===== src/hw/rtl/scht_pkg.sv =====
package scht_pkg;

    localparam int MAX_STEPS_DEF = 64;
    localparam int TRIG_ITER_DEF = 16;
    localparam int ATAN_N = 24;
    localparam int QUEUE_DEPTH = 2;
    localparam logic signed [32:0] CORDIC_GAIN = 33'sh026DD3B6A;

    typedef struct packed {
        logic signed [15:0] mx;
        logic signed [15:0] my;
        logic signed [15:0] tx;
        logic signed [15:0] ty;
        logic [12:0]        r;
        logic [11:0]        spd;
        logic               sweep;
        logic signed [34:0] px;
        logic signed [34:0] py;
        logic signed [31:0] dcx;
        logic signed [31:0] dcy;
    } scht_job_t;

    typedef enum logic [2:0] {
        F_IDLE,
        F_ROT,
        F_ROUND,
        F_MUL_START,
        F_MUL_STEP,
        F_PUSH
    } scht_fstate_t;

    typedef enum logic [1:0] {
        B_IDLE,
        B_SEL,
        B_SQ,
        B_CMP
    } scht_bstate_t;

    function automatic logic [31:0] atan_turn(input logic [4:0] idx);
        logic [31:0] v;
        begin
            case (idx)
                5'd0:    v = 32'h20000000;
                5'd1:    v = 32'h12E4051E;
                5'd2:    v = 32'h09FB385B;
                5'd3:    v = 32'h051111D4;
                5'd4:    v = 32'h028B0D43;
                5'd5:    v = 32'h0145D7E1;
                5'd6:    v = 32'h00A2F61E;
                5'd7:    v = 32'h00517C55;
                5'd8:    v = 32'h0028BE53;
                5'd9:    v = 32'h00145F2F;
                5'd10:   v = 32'h000A2F98;
                5'd11:   v = 32'h000517CC;
                5'd12:   v = 32'h00028BE6;
                5'd13:   v = 32'h000145F3;
                5'd14:   v = 32'h0000A2FA;
                5'd15:   v = 32'h0000517D;
                5'd16:   v = 32'h000028BE;
                5'd17:   v = 32'h0000145F;
                5'd18:   v = 32'h00000A30;
                5'd19:   v = 32'h00000518;
                5'd20:   v = 32'h0000028C;
                5'd21:   v = 32'h00000146;
                5'd22:   v = 32'h000000A3;
                5'd23:   v = 32'h00000051;
                default: v = 32'h00000000;
            endcase
            return v;
        end
    endfunction

endpackage


===== src/hw/rtl/scht_front.sv =====
module scht_front #(
    parameter int TRIG_ITERATIONS = scht_pkg::TRIG_ITER_DEF
) (
    input  logic               clk,
    input  logic               rst_n,
    input  logic               start,
    input  logic signed [15:0] mover_x,
    input  logic signed [15:0] mover_y,
    input  logic signed [15:0] target_x,
    input  logic signed [15:0] target_y,
    input  logic [11:0]        mover_radius,
    input  logic [11:0]        target_radius,
    input  logic [11:0]        speed,
    input  logic [15:0]        heading,
    output logic               busy,
    output logic               push,
    output scht_pkg::scht_job_t job,
    input  logic               full
);
    import scht_pkg::*;

    localparam int ITER = (TRIG_ITERATIONS < ATAN_N) ? TRIG_ITERATIONS : ATAN_N;
    localparam logic [4:0] LAST_ITER = 5'(ITER - 1);

    scht_fstate_t       state_reg, state_next;
    scht_job_t          job_reg, job_next;
    logic signed [32:0] x_reg, x_next, y_reg, y_next, z_reg, z_next;
    logic [4:0]         i_reg, i_next;
    logic [1:0]         quad_reg, quad_next;
    logic signed [17:0] cs_reg, cs_next, sn_reg, sn_next;

    logic               accept;
    logic [12:0]        r_sum;
    logic signed [32:0] xs, ys, at, xr, yr;
    logic signed [17:0] xq, yq;
    logic signed [13:0] mul_k;
    logic signed [31:0] prod_x, prod_y;

    assign accept = start && (state_reg == F_IDLE);
    assign r_sum = {1'b0, mover_radius} + {1'b0, target_radius};
    assign xs = x_reg >>> i_reg;
    assign ys = y_reg >>> i_reg;
    assign at = $signed({1'b0, atan_turn(i_reg)});
    assign xr = (x_reg + 33'sd8192) >>> 14;
    assign yr = (y_reg + 33'sd8192) >>> 14;
    assign xq = xr[17:0];
    assign yq = yr[17:0];
    assign mul_k = (state_reg == F_MUL_START) ? $signed({2'b00, job_reg.spd})
                                              : $signed({1'b0, job_reg.r});
    assign prod_x = mul_k * cs_reg;
    assign prod_y = mul_k * sn_reg;

    always_comb
    begin
        state_next = state_reg;
        unique case (state_reg)
            F_IDLE:
            begin
                if (start)
                begin
                    state_next = ({1'b0, speed} > r_sum) ? F_ROT : F_PUSH;
                end
            end
            F_ROT:
            begin
                if (i_reg == LAST_ITER)
                begin
                    state_next = F_ROUND;
                end
            end
            F_ROUND:     state_next = F_MUL_START;
            F_MUL_START: state_next = F_MUL_STEP;
            F_MUL_STEP:  state_next = F_PUSH;
            F_PUSH:
            begin
                if (!full)
                begin
                    state_next = F_IDLE;
                end
            end
            default:     state_next = F_IDLE;
        endcase
    end

    always_comb
    begin
        job_next = job_reg;
        x_next = x_reg;
        y_next = y_reg;
        z_next = z_reg;
        i_next = i_reg;
        quad_next = quad_reg;
        cs_next = cs_reg;
        sn_next = sn_reg;
        if (accept)
        begin
            job_next.mx = mover_x;
            job_next.my = mover_y;
            job_next.tx = target_x;
            job_next.ty = target_y;
            job_next.r = r_sum;
            job_next.spd = speed;
            job_next.sweep = {1'b0, speed} > r_sum;
            x_next = CORDIC_GAIN;
            y_next = '0;
            z_next = $signed({3'b000, heading[13:0], 16'h0000});
            quad_next = heading[15:14];
            i_next = '0;
        end
        if (state_reg == F_ROT)
        begin
            if (!z_reg[32])
            begin
                x_next = x_reg - ys;
                y_next = y_reg + xs;
                z_next = z_reg - at;
            end
            else
            begin
                x_next = x_reg + ys;
                y_next = y_reg - xs;
                z_next = z_reg + at;
            end
            i_next = i_reg + 5'd1;
        end
        if (state_reg == F_ROUND)
        begin
            case (quad_reg)
                2'd1:
                begin
                    cs_next = -yq;
                    sn_next = xq;
                end
                2'd2:
                begin
                    cs_next = -xq;
                    sn_next = -yq;
                end
                2'd3:
                begin
                    cs_next = yq;
                    sn_next = -xq;
                end
                default:
                begin
                    cs_next = xq;
                    sn_next = yq;
                end
            endcase
        end
        if (state_reg == F_MUL_START)
        begin
            job_next.px = $signed({{3{job_reg.mx[15]}}, job_reg.mx, 16'h0000})
                          - {{3{prod_x[31]}}, prod_x};
            job_next.py = $signed({{3{job_reg.my[15]}}, job_reg.my, 16'h0000})
                          - {{3{prod_y[31]}}, prod_y};
        end
        if (state_reg == F_MUL_STEP)
        begin
            job_next.dcx = prod_x;
            job_next.dcy = prod_y;
        end
    end

    always_ff @(posedge clk or negedge rst_n)
    begin
        if (!rst_n)
        begin
            state_reg <= F_IDLE;
        end
        else
        begin
            state_reg <= state_next;
        end
    end

    always_ff @(posedge clk)
    begin
        job_reg <= job_next;
        x_reg <= x_next;
        y_reg <= y_next;
        z_reg <= z_next;
        i_reg <= i_next;
        quad_reg <= quad_next;
        cs_reg <= cs_next;
        sn_reg <= sn_next;
    end

    assign busy = (state_reg != F_IDLE);
    assign push = (state_reg == F_PUSH) && !full;
    assign job = job_reg;

endmodule


===== config.mk =====
export PLATFORM = sky130hd
export DESIGN_NAME = scht_front
export DESIGN_NICKNAME = d
export VERILOG_FILES = /design/src/hw/rtl/scht_pkg.sv /design/src/hw/rtl/scht_front.sv
export SDC_FILE = /design/constraint.sdc
export NUM_CORES = 2
export LEC_CHECK = 0
export BUFFER_PORTS_ARGS = -buffer_cell sky130_fd_sc_hd__buf_2
export CORE_MARGIN = 4
export CORE_UTILIZATION = 40
export DETAILED_ROUTE_END_ITERATION = 8
export PLACE_DENSITY = 0.53
export SYNTH_ARGS = -nofsm -noshare
export SYNTH_HDL_FRONTEND = slang
export SYNTH_SLANG_ARGS = --single-unit
export TNS_END_PERCENT = 5

===== constraint.sdc =====
create_clock -name clk -period 22.7 [get_ports clk]
set_input_delay 2.27 -clock clk [delete_from_list [all_inputs] [get_ports clk]]
set_output_delay 2.27 -clock clk [all_outputs]
set_load 0.01 [all_outputs]

==> flow_metrics.tcl <==
set metrics [dict create \
    status "finished clean" \
    via_per_inst 5.259 \
    path_class "flop to flop" \
    die-area_sq_um 121600 \
    grt_pass1_wl_um 198800 \
    synthXorXnorAreaFrac_pct 6.939 \
    async_reset_ff_share_pct 0.7595 \
    critPathSlowestCell "dfrtp_1" \
    crit_fanout 48 \
    drt_wl_total_um 123900 \
    post_cts_buffers 0 \
    worstMarginPinSlew_ps 1212 \
    numCtsBuffers 51 \
    cts_sinks 395 \
    worstSkewPairLatency_ps 640 \
    crit_top_cell "fa_1" \
    yosysUniqueCellTypes 86 \
    pin_count 346 \
    crit_required_ps 23070 \
    rsz0062_at_grt "no" \
    synth_fa_ha_area_share_pct 28.01 \
    synth_compound_area_share_pct 11.80 \
    start_util_pct 40.45 \
    place.detailed.hpwl_um 95680 \
    r2r_cells 41 \
    drc 0 \
    hold_violations 0 \
    row_count 124 \
    path_clk_slew_ps 60 \
    yosys.area_share.simple_pct 15.64 \
    grt_pass1_vias 35672 \
    synth-edff-count 362 \
    layout_common_cells "inv_1 (699), nand2_1 (532), fa_1 (452)" \
    h-tree-depth 2 \
    synth_top_family_by_area "adder cells" \
    slew_violations 0 \
    grt_max_degree 81 \
    final_common_cell "inv_1" \
    crit_arrival_ps 11130 \
    post-route-period-util_pct 47.36 \
    fp.dieH_um 348.8 \
    dr.pass1.iters 5 \
    ys_ff_latch 395 \
    start_kind "flop" \
    largest_reg_flops 220 \
    grt.overflow.total 0 \
    drive_gt1_share_pct 11.75 \
    final_nets 6091 \
    cp-endpoint "job[130]" \
    antenna_found_initial 4 \
    r2r-end "job[130]" \
    synthFlopType "edfxtp_1" \
    synth_mux_area_share_pct 5.178 \
    root_buffer "clkbuf_16" \
    num_vias 35575 \
    cts_buffer_depth 3 \
    core-area_sq_um 114800 \
    crit_start "state_reg[2]" \
    slowest_delay_ps 650 \
    r2r-start "state_reg[2]" \
    port_buffers 345 \
    hp-class "flop to flop" \
    syn_area_sq_um 46450 \
    ys_seq_area_share_pct 24.86 \
    cts_hold_buf 0 \
    max_freq_mhz 93.02 \
    final.setup.tns_ps 0 \
    cts_tree "yes" \
    syn_to_final_growth_pct 10.38 \
    cts_resized 0 \
    drtAntennaViolNets 0 \
    drt_iter0_markers 2386 \
    min_period_ps 10750 \
    routedWlPerCell_um 18.31 \
    finClkSkew_ps 24.91 \
    max_cap_violations 0 \
    end_kind "flop" \
    slew-limit-headroom_pct 19.20 \
    routabilityCongestion 0.8501 \
    groute.usage.overall_pct 20.29 \
    reg2reg_setup_slack_ps 11950 \
    synth-warning-count 0 \
    syn_avg_cell_area_sq_um 9.315 \
    synthCells 4986 \
    syn_nets 5868 \
    setup_viol 0 \
    die_width_um 348.8 \
]
cell families (layout without fill, tap and decap cells):
family,Yosys count,after routing
compound gates,872,872
fa+ha+maj,770,770
buf+inv,924,1189
flops,395,395
mux,150,150
simple gates,1507,1507
other cells,0,2
xor+xnor,368,368
synth_stat cells, drive strengths merged, types with 86 or more instances:
library cell / count / area (sq um)
o21ai: 189 / 945.9
xnor2: 237 / 2076
and3: 86 / 538.0
nor2: 299 / 1122
edfxtp: 362 / 10870
a21oi: 272 / 1361
inv: 702 / 2635
nand2: 532 / 1997
ha: 310 / 3879
clkbuf: 184 / 690.7
a21o: 91 / 683.2
xor2: 131 / 1147
fa: 452 / 9049
and2: 195 / 1220
layer usage:
| layer | wire, um | vias to the layer above | track usage (%) |
|---|---|---|---|
| met3 | 5691 | 137 | 2.569 |
| li1 | - | 17200 | - |
| met4 | 2906 | 2 | 4.958 |
| met2 | 60600 | 809 | 35.47 |
| met5 | 12 | - | 0 |
| met1 | 54650 | 17427 | 26.80 |
per-stage QoR:
| step | area [sq um] | hold slack, ps | util [%] | setup WS, ps | instances |
|---|---|---|---|---|---|
| 6_report | 51270 | 647.2 | 44.65 | 11950 | 6765 |
| 4_1_cts | 51260 | 656.1 | 44.65 | 11910 | 6763 |
| 5_1_grt | 51270 | 678.3 | 44.65 | 11160 | 6765 |
| 2_1_floorplan | 46450 | 569.3 | - | 11400 | 4986 |
| 3_5_place_dp | 49570 | 640.6 | 43.17 | 11960 | 6668 |
| 3_3_place_gp | 49570 | 622.1 | 43.17 | 12180 | 6668 |
area by class of cell:
class,instances,area (sq um)
fillers,11377,63540
clock inverters,33,286.5
multi-input cells,3667,31420
inverters,705,2651
well taps,1512,1892
clock buffers,62,1410
repair buffers,389,2057
diodes,2,5.005
flip-flops and latches,395,11550
worst min path at each step:
stage                            start            to  depth (start not counted)
after CTS                 state_reg[0]  state_reg[0]                          1
after global placement    state_reg[0]  state_reg[0]                          1
final                     state_reg[0]  state_reg[0]                          1
after floorplan           state_reg[0]  state_reg[0]                          2
after detailed placement      z_reg[0]      z_reg[0]                          2
after global routing          z_reg[0]      z_reg[0]                          2
worst max-delay path, delay by kind of cell (launching register included):
family,cells,cell delay (ps)
buf+inv,7,1200
xor+xnor,2,260
compound gates,12,2650
simple gates,11,1620
flops,1,650
fa+ha+maj,9,4060
Power is left out: the tool's default activity adds up to more than one toggle a clock period on the data nets, which glitch-free logic cannot reach.
